===== config.mk =====
export PLATFORM = sky130hd
export DESIGN_NAME = bldc_sensorless_six_step_flat
export DESIGN_NICKNAME = d
export VERILOG_FILES = /design/src/hdl/bldc_pkg.sv /design/src/hdl/bldc_if.sv /design/src/hdl/bldc_sensorless_six_step.sv /design/src/flat_wrapper.sv
export SDC_FILE = /design/constraint.sdc
export NUM_CORES = 1
export LEC_CHECK = 0
export BUFFER_PORTS_ARGS = -buffer_cell sky130_fd_sc_hd__buf_2
export CORE_MARGIN = 2
export CORE_UTILIZATION = 45
export DETAILED_ROUTE_END_ITERATION = 10
export GPL_TIMING_DRIVEN = 1
export PLACE_DENSITY_LB_ADDON = 0.3
export SYNTH_ARGS = -nofsm -noshare
export SYNTH_HDL_FRONTEND = slang
export SYNTH_SLANG_ARGS = --single-unit

===== constraint.sdc =====
create_clock -name clk -period 16.5 [get_ports clk]
set_input_delay 3.3 -clock clk [delete_from_list [all_inputs] [get_ports clk]]
set_output_delay 3.3 -clock clk [all_outputs]
set_load 0.05 [all_outputs]

===== src/hdl/bldc_pkg.sv =====
// Shared constants, widths and commutation tables for the sensorless six-step commutator.
package bldc_pkg;

  // Payload field widths.
  localparam int EMF_W     = 10;
  localparam int TICK_W    = 32;
  localparam int GATE_W    = 6;
  localparam int STEP_W    = 3;

  // Datapath widths.
  localparam int ADC_BITS  = 10;
  localparam int TICK_BITS = 32;
  localparam int DELTA_W   = ADC_BITS + 1;
  localparam int SUM_W     = ADC_BITS + 2;
  localparam int PERIOD_W  = 12;

  localparam logic [PERIOD_W-1:0] PERIOD_RESET = PERIOD_W'(4000);
  localparam logic [STEP_W-1:0]   STEP_FIRST   = STEP_W'(1);
  localparam logic [STEP_W-1:0]   STEP_LAST    = STEP_W'(6);

  // floor(sum / 3) as (sum * DIV3_MUL) >> DIV3_SHIFT. The reciprocal is rounded up;
  // its error times the largest sum stays below 2**DIV3_SHIFT, so the result is exact.
  localparam int DIV3_SHIFT = ADC_BITS + 4;
  localparam int DIV3_MUL   = (2 ** DIV3_SHIFT + 2) / 3;
  localparam int DIV3_PROD_W = SUM_W + DIV3_SHIFT;

  // floor(pot * 98 / 100) = floor(pot * 49 / 50) as (pot * PER_MUL) >> PER_SHIFT,
  // exact by the same argument.
  localparam int PER_SHIFT  = ADC_BITS + 6;
  localparam int PER_MUL    = (49 * (2 ** PER_SHIFT) + 49) / 50;
  localparam int PER_PROD_W = ADC_BITS + PER_SHIFT;

  typedef enum logic [1:0] {
    PH_X = 2'd0,
    PH_Y = 2'd1,
    PH_Z = 2'd2
  } phase_t;

  // Gate drive pattern per step: bits 5..0 = XH, XL, YH, YL, ZH, ZL.
  function automatic logic [GATE_W-1:0] gate_for_step(input logic [STEP_W-1:0] step);
    logic [GATE_W-1:0] g;
    case (step)
      3'd1: g = 6'b000110;   // Y low, Z high
      3'd2: g = 6'b100100;   // X high, Y low
      3'd3: g = 6'b100001;   // X high, Z low
      3'd4: g = 6'b001001;   // Y high, Z low
      3'd5: g = 6'b011000;   // X low, Y high
      3'd6: g = 6'b010010;   // X low, Z high
      default: g = 6'b000110;
    endcase
    return g;
  endfunction

  // The phase left floating in each step, whose back-EMF is watched.
  function automatic phase_t float_for_step(input logic [STEP_W-1:0] step);
    phase_t p;
    case (step)
      3'd1, 3'd4: p = PH_X;
      3'd2, 3'd5: p = PH_Z;
      3'd3, 3'd6: p = PH_Y;
      default:    p = PH_X;
    endcase
    return p;
  endfunction

endpackage


===== src/hdl/bldc_if.sv =====
// Valid/ready channel interfaces for sample rounds and commutation results.
interface bldc_in_if;
  import bldc_pkg::*;
  logic              valid;
  logic              ready;
  logic [EMF_W-1:0]  emf_phase_x;
  logic [EMF_W-1:0]  emf_phase_y;
  logic [EMF_W-1:0]  emf_phase_z;
  logic [EMF_W-1:0]  speed_pot;
  logic [TICK_W-1:0] tick_now;

  modport source (output valid, emf_phase_x, emf_phase_y, emf_phase_z, speed_pot, tick_now,
                  input ready);
  modport sink (input valid, emf_phase_x, emf_phase_y, emf_phase_z, speed_pot, tick_now,
                output ready);
endinterface

interface bldc_out_if;
  import bldc_pkg::*;
  logic                      valid;
  logic                      ready;
  logic [GATE_W-1:0]         gate_bits;
  logic [STEP_W-1:0]         step_now;
  logic signed [DELTA_W-1:0] float_delta;
  logic                      fired;

  modport source (output valid, gate_bits, step_now, float_delta, fired, input ready);
  modport sink (input valid, gate_bits, step_now, float_delta, fired, output ready);
endinterface


===== src/hdl/bldc_sensorless_six_step.sv =====
// Six-step sensorless BLDC commutator: top level with input register and result register.
//
// Each input item is one sampling round (three back-EMF samples, the speed
// potentiometer and the microsecond tick) and produces exactly one result item.
// The block takes one item per clock cycle while the result channel is not stalled.
// Each result passes the input register and then the state registers. The cycle
// in which an item is accepted forms the three-phase average and the next
// commutation period, both by constant-reciprocal multiplications, and
// registers them with the samples. From the input register, the second stage
// compares the elapsed tick time with the current period, advances the deadline
// on expiry, picks the gate pattern and the floating phase of the current step,
// checks the back-EMF difference for a sign change and updates the commutator
// state. The state registers themselves drive the result channel, and they
// change only when the previous result has been taken, so a stalled output holds
// its item while one more item waits in the input register. Gate bits and the
// floating delta hold their values between expiries; the fired flag marks the
// items on which the period ran out. After reset all gates are off, the step is
// 1 and the period is 4000 ticks.
module bldc_sensorless_six_step (
  input logic         clk,
  input logic         rst,
  bldc_in_if.sink     in_ch,
  bldc_out_if.source  out_ch
);
  import bldc_pkg::*;

  // Input register stage.
  logic                s1_valid;
  logic [ADC_BITS-1:0] s1_ex;
  logic [ADC_BITS-1:0] s1_ey;
  logic [ADC_BITS-1:0] s1_ez;
  logic [ADC_BITS-1:0] s1_avg;
  logic [PERIOD_W-1:0] s1_period;
  logic [TICK_BITS-1:0] s1_tick;

  // Commutator state; gate, step, delta and fired also form the result item.
  logic                      out_valid;
  logic [STEP_W-1:0]         step_reg;
  logic signed [DELTA_W-1:0] last_delta;
  logic [PERIOD_W-1:0]       period_reg;
  logic [TICK_BITS-1:0]      deadline_base;
  logic [GATE_W-1:0]         gate_reg;
  logic signed [DELTA_W-1:0] delta_reg;
  logic                      fired_reg;

  // First-stage arithmetic on the incoming samples.
  logic [SUM_W-1:0]       emf_sum;
  logic [DIV3_PROD_W-1:0] avg_prod;
  logic [PER_PROD_W-1:0]  per_prod;

  assign emf_sum  = SUM_W'(in_ch.emf_phase_x[ADC_BITS-1:0])
                  + SUM_W'(in_ch.emf_phase_y[ADC_BITS-1:0])
                  + SUM_W'(in_ch.emf_phase_z[ADC_BITS-1:0]);
  assign avg_prod = DIV3_PROD_W'(emf_sum) * DIV3_PROD_W'(DIV3_MUL);
  assign per_prod = PER_PROD_W'(in_ch.speed_pot[ADC_BITS-1:0]) * PER_PROD_W'(PER_MUL);

  // Flow control: the state stage loads a held item when the result slot is empty or being taken.
  logic out_load;
  logic in_take;

  assign out_load    = s1_valid && (!out_valid || out_ch.ready);
  assign in_ch.ready = !s1_valid || out_load;
  assign in_take     = in_ch.valid && in_ch.ready;

  // Second-stage commutation logic.
  logic [TICK_BITS-1:0]      elapsed;
  logic                      fire;
  logic [STEP_W-1:0]         step_eff;
  logic [STEP_W-1:0]         step_adv;
  phase_t                    float_sel;
  logic [ADC_BITS-1:0]       phase_val;
  logic signed [DELTA_W-1:0] delta_new;
  logic                      delta_pos;
  logic                      last_pos;
  logic                      sign_change;

  assign elapsed = s1_tick - deadline_base;
  assign fire    = elapsed >= TICK_BITS'(period_reg);

  // A step outside 1..6 cannot arise, but it would be handled as step 1.
  assign step_eff = (step_reg >= STEP_FIRST && step_reg <= STEP_LAST) ? step_reg : STEP_FIRST;
  assign step_adv = (step_eff == STEP_LAST) ? STEP_FIRST : step_eff + STEP_W'(1);

  assign float_sel = float_for_step(step_eff);

  always_comb begin
    case (float_sel)
      PH_X:    phase_val = s1_ex;
      PH_Y:    phase_val = s1_ey;
      PH_Z:    phase_val = s1_ez;
      default: phase_val = s1_ex;
    endcase
  end

  assign delta_new   = $signed({1'b0, phase_val}) - $signed({1'b0, s1_avg});
  assign delta_pos   = !delta_new[DELTA_W-1] && (delta_new != '0);
  assign last_pos    = !last_delta[DELTA_W-1] && (last_delta != '0);
  assign sign_change = last_pos ? !delta_pos : delta_pos;

  always_ff @(posedge clk) begin
    if (rst) begin
      s1_valid <= 1'b0;
    end else if (in_ch.ready) begin
      s1_valid <= in_ch.valid;
    end
  end

  always_ff @(posedge clk) begin
    if (in_take) begin
      s1_ex     <= in_ch.emf_phase_x[ADC_BITS-1:0];
      s1_ey     <= in_ch.emf_phase_y[ADC_BITS-1:0];
      s1_ez     <= in_ch.emf_phase_z[ADC_BITS-1:0];
      s1_avg    <= avg_prod[DIV3_SHIFT +: ADC_BITS];
      s1_period <= PERIOD_W'(per_prod[PER_SHIFT +: ADC_BITS]);
      s1_tick   <= in_ch.tick_now[TICK_BITS-1:0];
    end
  end

  always_ff @(posedge clk) begin
    if (rst) begin
      out_valid     <= 1'b0;
      step_reg      <= STEP_FIRST;
      last_delta    <= -DELTA_W'(1);
      period_reg    <= PERIOD_RESET;
      deadline_base <= '0;
      gate_reg      <= '0;
      delta_reg     <= '0;
      fired_reg     <= 1'b0;
    end else begin
      if (out_load) begin
        out_valid  <= 1'b1;
        fired_reg  <= fire;
        period_reg <= s1_period;
        if (fire) begin
          deadline_base <= deadline_base + TICK_BITS'(period_reg);
          gate_reg      <= gate_for_step(step_eff);
          delta_reg     <= delta_new;
          if (sign_change) begin
            last_delta <= delta_new;
            step_reg   <= step_adv;
          end else begin
            step_reg <= step_eff;
          end
        end
      end else if (out_ch.ready) begin
        out_valid <= 1'b0;
      end
    end
  end

  assign out_ch.valid       = out_valid;
  assign out_ch.gate_bits   = gate_reg;
  assign out_ch.step_now    = step_reg;
  assign out_ch.float_delta = delta_reg;
  assign out_ch.fired       = fired_reg;

endmodule


===== src/flat_wrapper.sv =====
// flat-port wrapper written by rule: the top's interface ports become plain ports
module bldc_sensorless_six_step_flat import bldc_pkg::*;
  (clk, rst, in_ch_valid, in_ch_emf_phase_x, in_ch_emf_phase_y, in_ch_emf_phase_z, in_ch_speed_pot, in_ch_tick_now, in_ch_ready, out_ch_valid, out_ch_gate_bits, out_ch_step_now, out_ch_float_delta, out_ch_fired, out_ch_ready);
  bldc_in_if in_ch_i ();
  bldc_out_if out_ch_i ();
  input logic clk;
  input logic rst;
  input wire logic [$bits(in_ch_i.valid)-1:0] in_ch_valid;
  input wire logic [$bits(in_ch_i.emf_phase_x)-1:0] in_ch_emf_phase_x;
  input wire logic [$bits(in_ch_i.emf_phase_y)-1:0] in_ch_emf_phase_y;
  input wire logic [$bits(in_ch_i.emf_phase_z)-1:0] in_ch_emf_phase_z;
  input wire logic [$bits(in_ch_i.speed_pot)-1:0] in_ch_speed_pot;
  input wire logic [$bits(in_ch_i.tick_now)-1:0] in_ch_tick_now;
  output wire logic [$bits(in_ch_i.ready)-1:0] in_ch_ready;
  output wire logic [$bits(out_ch_i.valid)-1:0] out_ch_valid;
  output wire logic [$bits(out_ch_i.gate_bits)-1:0] out_ch_gate_bits;
  output wire logic [$bits(out_ch_i.step_now)-1:0] out_ch_step_now;
  output wire logic [$bits(out_ch_i.float_delta)-1:0] out_ch_float_delta;
  output wire logic [$bits(out_ch_i.fired)-1:0] out_ch_fired;
  input wire logic [$bits(out_ch_i.ready)-1:0] out_ch_ready;
  assign in_ch_i.valid = in_ch_valid;
  assign in_ch_i.emf_phase_x = in_ch_emf_phase_x;
  assign in_ch_i.emf_phase_y = in_ch_emf_phase_y;
  assign in_ch_i.emf_phase_z = in_ch_emf_phase_z;
  assign in_ch_i.speed_pot = in_ch_speed_pot;
  assign in_ch_i.tick_now = in_ch_tick_now;
  assign in_ch_ready = in_ch_i.ready;
  assign out_ch_valid = out_ch_i.valid;
  assign out_ch_gate_bits = out_ch_i.gate_bits;
  assign out_ch_step_now = out_ch_i.step_now;
  assign out_ch_float_delta = out_ch_i.float_delta;
  assign out_ch_fired = out_ch_i.fired;
  assign out_ch_i.ready = out_ch_ready;
  bldc_sensorless_six_step u_core (.clk(clk), .rst(rst), .in_ch(in_ch_i), .out_ch(out_ch_i));
endmodule

# Word-level counts from Yosys, hierarchy flattened
# Index checks and enable logic that the tools add are counted.
[classes] n_addsub=6 multipliers=2 magnitude_cmp=3 eq_ne=7 muxes=9 reduce_logical=19
[ops] op="32-bit by 12-bit adder with 32-bit output" count=1
[ops] op="32-bit by 12-bit >= comparator with 1-bit output" count=1
[ops] op="32-bit subtractor" count=1
[ops] op="6-bit case mux with 5 select lines" count=1
[ops] op="10-bit by 15-bit multiplier with 25-bit output (second input constant)" count=1
[ops] op="12-bit by 12-bit multiplier with 23-bit output (second input constant)" count=1
[ops] op="11-bit nonzero test" count=2
[ops] op="10-bit case mux with 2 select lines" count=1
[ops] op="12-bit by 10-bit adder with 12-bit output" count=1
[ops] op="10-bit by 10-bit adder with 11-bit output" count=1
[ops] op="10-bit by 10-bit subtractor with 11-bit output" count=1
[ops] op="3-bit == test (second input constant)" count=3
[ops] op="3-bit 2-to-1 mux" count=3
[ops] op="3-bit by 2-bit == test with 1-bit output (second input constant)" count=2
[ops] op="1-bit logical AND" count=5
[ops] op="1-bit zero test" count=5
[ops] op="2-bit case mux with 2 select lines" count=1
[ops] op="2-bit OR reduction" count=2
[ops] op="3-bit by 1-bit adder with 3-bit output (second input constant)" count=1
[ops] op="3-bit by 1-bit >= comparator with 1-bit output (second input constant)" count=1
[ops] op="3-bit less-or-equal comparator (second input constant)" count=1
[ops] op="1-bit 2-to-1 mux" count=3
[ops] op="3-bit AND reduction" count=1
[ops] op="2-bit by 1-bit == test with 1-bit output (second input constant)" count=1
[ops] op="4 further kinds" count=5
[totals] reg_bits=160 inputBits=76 out_inout_bits=23 wordCells=61

# Depth between registers and ports, before layout
# Gate-level depths: netlist of run 1.
[logic_depth] word_depth=14 ltp_mapped=32 ltp_nobuf=32

# Worst setup path after synthesis of run 1
# No wires, ideal clock.
[synth_timing] kind="in2reg" startpoint="input in_ch_emf_phase_y[0]" endpoint="register u_core.s1_avg[9], data pin" setup_time_ns=0.260 arrival_time_ns=10.177 t_required_ns=16.240 path_slack_ns=6.063 cell_stages=32 n_path_buf=0 cell_sequence="ha_1 -> fa_1 -> a21oi_1 -> nor2_1 -> nor2_1 -> o21bai_1 -> a21oi_1 -> xnor2_1 -> ha_1 -> a21oi_1 -> nand2_1 -> a21oi_1 -> nand2b_1 -> a21boi_0 -> o21ai_0 -> inv_1 -> ha_1 -> fa_1 -> fa_1 -> inv_1 -> fa_1 -> inv_1 -> ha_1 -> or4_1 -> nor2_1 -> a211oi_1 -> o41a_1 -> a41o_1 -> o211a_1 -> o21a_1 -> nor2_1 -> xnor2_1"
[synth_via] elab_chain_cells=3
[synth_lines] element="start: declaration" line="flat_wrapper.sv:10" rtl="input wire logic [$bits(in_ch_i.emf_phase_y)-1:0] in_ch_emf_phase_y;"
[synth_lines] element="10-bit by 10-bit adder with 11-bit output" line="bldc_sensorless_six_step.sv:52" rtl="+ SUM_W'(in_ch.emf_phase_y[ADC_BITS-1:0])"
[synth_lines] element="12-bit by 10-bit adder with 12-bit output" line="bldc_sensorless_six_step.sv:53" rtl="+ SUM_W'(in_ch.emf_phase_z[ADC_BITS-1:0]);"
[synth_lines] element="12-bit by 12-bit multiplier with 23-bit output" line="bldc_sensorless_six_step.sv:54" rtl="assign avg_prod = DIV3_PROD_W'(emf_sum) * DIV3_PROD_W'(DIV3_MUL);"
[synth_lines] element="via u_core.avg_prod[23]" line="bldc_sensorless_six_step.sv:48" rtl="logic [DIV3_PROD_W-1:0] avg_prod;"
[synth_lines] element="end signal: assignment" line="bldc_sensorless_six_step.sv:113" rtl="s1_avg <= avg_prod[DIV3_SHIFT +: ADC_BITS];"
[synth_lines] element="end: declaration" line="bldc_sensorless_six_step.sv:32" rtl="logic [ADC_BITS-1:0] s1_avg;"
# The timed path passes the listed nets, and every way through them passes these cells.
# A chain may end at the register's enable or synchronous reset.

# Worst setup path after layout of run 1
# Same ends and word-level chain as after synthesis.

==> flow_metrics.py, run 1 <==
metrics = {
    "status": {
        "status": "finished, final reports clean",
    },
    "clock_tree": {
        "cts.sinks": 159,
        "cts_root_buffer": "clkbuf_16",
        "post_cts_buffers": 0,
        "path_clk_slew_ns": 0.07,
        "hold_buffers": 0,
        "clock_latency_ns": 0.44,
        "ctsResizeCount": 0,
        "htree_levels": 4,
        "cts_tree": "built",
        "cts_buffer_depth": 2,
        "cts_inserted_buffers": 17,
    },
    "layout": {
        "final_nets": 2046,
        "num_antenna_cells": 0,
        "reg_top3": "u_core.deadline_base: 32 flops, u_core.s1_tick: 32 flops",
        "syn_to_final_growth_pct": 9.40,
        "stdcell_area_mm2": 0.0162,
        "final_cell_mix": "ha_1 (233), inv_1 (222), nor2_1 (136), buf_2 (98), a21oi_1 (97)",
        "final_common_cell": "ha_1",
        "layout-drive-gt1-share_pct": 9.62,
    },
    "hold_path": {
        "hold_end": "u_core.out_ch.fired",
        "whs_path_depth": 2,
        "hold_path_class": "reg -> reg",
        "hp-start": "u_core.out_ch.fired",
    },
    "critical_path": {
        "timing.rr.end": "u_core.last_delta[4]",
        "reg2reg_slack_ns": 10.42,
        "crit_type": "in -> reg",
        "reg2reg_depth": 20,
        "r2r_start": "u_core.s1_tick[0]",
        "startpoint_type": "input port",
        "cpPeakStageDelay_ns": 0.57,
        "worst_setup_path_end_kind": "flop",
        "critical_path_arrival_ns": 10.85,
        "crit_required_ns": 16.69,
        "cp_slowest_cell": "o21ai_0",
        "path_max_fanout": 4,
    },
    "sta": {
        "fin_tns_setup_ns": 0,
        "setup_slack_ns": 5.84,
        "finClkSkew_ns": 0.00951,
        "min_period_ns": 10.66,
        "rsz0062_at_grt": "false",
        "maxSlewViolCount": 0,
        "worst_slew_pin_slew_ns": 1.12,
        "fmax_ghz": 0.0938,
        "setup_viol": 0,
        "finalCritPeriodShare_pct": 64.6,
        "holdWs_ns": 0.470,
        "hold_viol_final": 0,
        "relSlewSlack_pct": 25.2,
    },
    "route": {
        "vias": 11200,
        "drt_iter0_drc": 511,
        "wl_per_cell_um": 15.7,
        "first_pass_iters": 5,
        "ant_nets": 0,
        "drc": 0,
        "wl_um": 33100,
        "via_per_inst": 5.34,
    },
    "die": {
        "ios": 99,
        "initial_core_util_pct": 45.6,
        "rows": 66,
        "die_x_um": 186,
        "die_y_um": 186,
        "dieArea_mm2": 0.0345,
        "core-area_mm2": 0.0325,
    },
    "synth": {
        "async_flop_share_pct": 0,
        "synth_ff_type": "edfxtp_1",
        "ys_warn_count": 0,
        "ys_seq_area_share_pct": 27.0,
        "synth_nets": 1971,
        "netlist_instances": 1576,
        "synth_edf_count": 82,
        "syn_area_mm2": 0.0148,
        "ys_types": 81,
        "avgSynthCellArea_um2": 9.42,
        "synth_seq_cells": 159,
    },
    "grt": {
        "grt_pass1_wl_um": 53400,
        "overflow": 0,
        "grt_pass1_vias": 10800,
        "antenna_found_initial": 0,
        "grt_max_degree": 85,
        "track_usage_pct": 19.6,
    },
    "place": {
        "dpl.hpwl_um": 26200,
        "numPortBuffers": 98,
        "dpl_cell_area_mm2": 0.0157,
        "gp_congestion": 0.970,
        "pre_cts_ws_ns": 5.33,
    },
    "flow_run": {
        "drv_cap": 0,
    },
}
## Yosys cell counts (4+ instances only)
library cell / instances / area, um2
ha_1: 233 / 2920
inv_1: 222 / 833
nor2_1: 136 / 510
a21oi_1: 97 / 485
nand2_1: 90 / 338
fa_1: 86 / 1720
edfxtp_1: 82 / 2460
dfxtp_1: 77 / 1540
o21ai_0: 50 / 250
xnor2_1: 49 / 429
mux2i_1: 41 / 410
nor3_1: 37 / 185
clkbuf_1: 27 / 101
xor2_1: 26 / 228
nand3_1: 25 / 125
a21o_1: 20 / 150
or4_1: 19 / 143
o21a_1: 18 / 135
o31ai_1: 18 / 135
nor2b_1: 16 / 100
nand2b_1: 14 / 87.6
o211ai_1: 13 / 97.6
a22oi_1: 10 / 75.1
nor4_1: 10 / 62.6
and3_1: 9 / 56.3
nand4_1: 9 / 56.3
o21bai_1: 9 / 67.6
a211oi_1: 8 / 60.1
a31oi_1: 8 / 50.1
and2_1: 7 / 43.8
or3_1: 6 / 37.5
a211o_1: 5 / 43.8
buf_6: 5 / 56.3
mux2_2: 5 / 56.3
a21boi_0: 4 / 30.0
and4_1: 4 / 35.0
buf_1: 4 / 15.0
nor3b_1: 4 / 30.0
o22ai_1: 4 / 25.0
## cell type report
| cell class | instances | area [um2] |
|---|---|---|
| flip-flops and latches | 159 | 4000 |
| inverters | 222 | 833 |
| clock inverters | 13 | 98.8 |
| multi-input cells | 1152 | 9810 |
| well taps | 442 | 553 |
| clock buffers | 19 | 453 |
| fillers | 3040 | 16300 |
| repair buffers | 99 | 498 |
## how the worst max path moves through the flow
stage | startpoint | to | slack, ns | cells past startpoint
after floorplan | in_ch_emf_phase_y[0] | u_core.s1_avg[9] | 6.06 | 32
after global placement | in_ch_emf_phase_y[0] | u_core.s1_avg[9] | 5.46 | 33
after global routing | in_ch_emf_phase_y[0] | u_core.s1_avg[9] | 5.17 | 33
after CTS | in_ch_emf_phase_y[0] | u_core.s1_avg[9] | 5.81 | 33
final | in_ch_emf_phase_y[0] | u_core.s1_avg[9] | 5.84 | 33
after detailed placement | in_ch_emf_phase_y[0] | u_core.s1_avg[9] | 5.33 | 33
## worst max-delay path: cells and delay by family
family	cells	cell delay (ns)
xor gates and xnor gates	2	0.21
and+or+nand+nor	7	1.23
buffers and inverters	4	0.43
AOI/OAI and AO/OA	12	2.70
adders and majority gates	8	2.95
## per-layer routing
layer / global-route usage, % / vias up / share of wire [%] / routed length, um
met1: 26.4 / 5383 / 48 / 16000
met2: 32.5 / 195 / 47 / 15400
met5: 0 / - / 0 / 0
met4: 5.95 / 0 / 1.7 / 569
li1: - / 5645 / - / -
met3: 3.03 / 26 / 3.4 / 1120
## logic make-up after synthesis
| family | count (synthesis) | synth area share (%) |
|---|---|---|
| simple gates | 401 | 13.1 |
| xor+xnor | 76 | 4.53 |
| flops | 159 | 27.0 |
| buf+inv | 265 | 7.16 |
| fa+ha+maj | 319 | 31.2 |
| mux | 48 | 3.29 |
| compound gates | 308 | 13.8 |
## per-stage QoR
stage               instances  util [%]
floorplan                1576         -
detailed placement       2074      48.2
finish                   2106      49.9
CTS                      2106      49.9
global route             2106      49.9
global placement         2074      48.2
Power of run 1 is not shown: default switching activity piles up to over one toggle a cycle in this logic, so the estimate is an artifact.
==> inputs of run 2 (changes only) <==
==> constraint.sdc (replaced) <==
create_clock -name clk -period 10.9 [get_ports clk]
set_input_delay 2.18 -clock clk [delete_from_list [all_inputs] [get_ports clk]]
set_output_delay 2.18 -clock clk [all_outputs]
set_load 0.05 [all_outputs]
==> flow_metrics.py, run 2 (synthesis gave the netlist of run 1 again) <==
metrics = {
    "flow_run": {
        "drv_cap": 0,
    },
    "die": {
        "die_y_um": 186,
        "dieArea_mm2": 0.0345,
        "die_x_um": 186,
        "rows": 66,
        "ios": 99,
        "core-area_mm2": 0.0325,
        "initial_core_util_pct": 45.6,
    },
    "critical_path": {
        "path_max_fanout": 4,
        "startpoint_type": "input port",
        "cpPeakStageDelay_ns": 0.59,
        "cp.buffers_inverters": 4,
        "worst_setup_path_end_kind": "flop",
        "cp_slowest_cell": "o21ai_0",
        "cpLargestDelayFamily": "adder cells",
        "crit_required_ns": 11.09,
        "critical_path_arrival_ns": 9.81,
        "crit_type": "in -> reg",
    },
    "grt": {
        "grt_pass1_wl_um": 54400,
        "antenna_found_initial": 0,
        "overflow": 0,
        "grt_pass1_vias": 11000,
        "grt_max_degree": 85,
        "track_usage_pct": 20.0,
    },
    "sta": {
        "worst_slew_pin_slew_ns": 1.11,
        "finalCritPeriodShare_pct": 88.2,
        "finClkSkew_ns": 0.0143,
        "setup_viol": 0,
        "fmax_ghz": 0.104,
        "fin_tns_setup_ns": 0,
        "relSlewSlack_pct": 25.9,
        "hold_viol_final": 0,
        "maxSlewViolCount": 0,
        "rsz0062_at_grt": "false",
        "min_period_ns": 9.62,
    },
    "clock_tree": {
        "cts_root_buffer": "clkbuf_16",
        "post_cts_buffers": 0,
        "hold_buffers": 0,
        "clock_latency_ns": 0.44,
        "cts_buffer_depth": 2,
        "ctsResizeCount": 0,
        "cts.sinks": 159,
        "htree_levels": 4,
        "cts_tree": "built",
        "path_clk_slew_ns": 0.07,
        "cts_inserted_buffers": 17,
    },
    "status": {
        "status": "finished, final reports clean",
    },
    "layout": {
        "final_nets": 2047,
        "reg_top3": "u_core.deadline_base: 32 flops, u_core.s1_tick: 32 flops",
        "final_cell_mix": "ha_1 (233), inv_1 (222), nor2_1 (136), buf_2 (98), a21oi_1 (97)",
        "layout-drive-gt1-share_pct": 9.55,
        "num_antenna_cells": 0,
        "syn_to_final_growth_pct": 9.87,
        "final_common_cell": "ha_1",
    },
    "route": {
        "first_pass_iters": 5,
        "via_per_inst": 5.31,
        "vias": 11200,
        "ant_nets": 0,
        "wl_per_cell_um": 15.8,
        "drt_iter0_drc": 608,
        "wl_um": 33200,
        "drc": 0,
    },
    "hold_path": {
        "hold_path_class": "reg -> reg",
    },
    "place": {
        "dpl.hpwl_um": 26200,
        "gp_congestion": 0.959,
        "numPortBuffers": 98,
    },
}
## run 2: layer usage
metal,GRT usage (%),wire (um),vias to the layer above
li1,-,-,5668
met1,27.1,16000,5270
met2,33.2,15300,219
met3,2.97,1360,37
met4,5.54,584,0
met5,0,0,-
## run 2: worst reg2reg max path, delay by kind of cell, from the launching register on
kind | cells | cell delay (ns)
adders and majority gates | 3 | 0.83
muxes | 1 | 0.25
and+or+nand+nor | 7 | 2.64
xor gates and xnor gates | 1 | 0.16
AOI/OAI and AO/OA | 6 | 1.67
DFF | 1 | 0.36
buffers and inverters | 2 | 0.14
## run 2: layout make-up
cell class,count,area [um2]
multi-input combinational,1152,9810
clock buffer,23,522
sequential,159,4000
timing repair buffer,100,505
fill,3075,16200
clock inverter,9,91.3
inverter,222,833
tap,442,553
## run 2: path summary, 6_finish.rpt
check	startpoint	to	slack [ns]	cells after the start
max	in_ch_emf_phase_y[0]	u_core.s1_avg[9]	1.28	33
min	u_core.last_delta[10]	u_core.last_delta[10]	0.47	1
max reg2reg	u_core.s1_tick[0]	u_core.last_delta[4]	4.78	20
min reg2reg	u_core.last_delta[10]	u_core.last_delta[10]	0.47	1
## run 2: through the flow
stage / cell area [um2] / instances / util (%) / worst slack (ns) / hold WS [ns]
after floorplan: 14800 / 1576 / - / 1.58 / 0.436
after global placement: 15700 / 2075 / 48.3 / 0.980 / 0.446
after detailed placement: 15700 / 2075 / 48.3 / 0.799 / 0.451
after CTS: 16300 / 2107 / 50.1 / 1.27 / 0.471
after global routing: 16300 / 2107 / 50.1 / 0.719 / 0.477
final: 16300 / 2107 / 50.1 / 1.28 / 0.469
Power of run 2 is left out for the same reason.
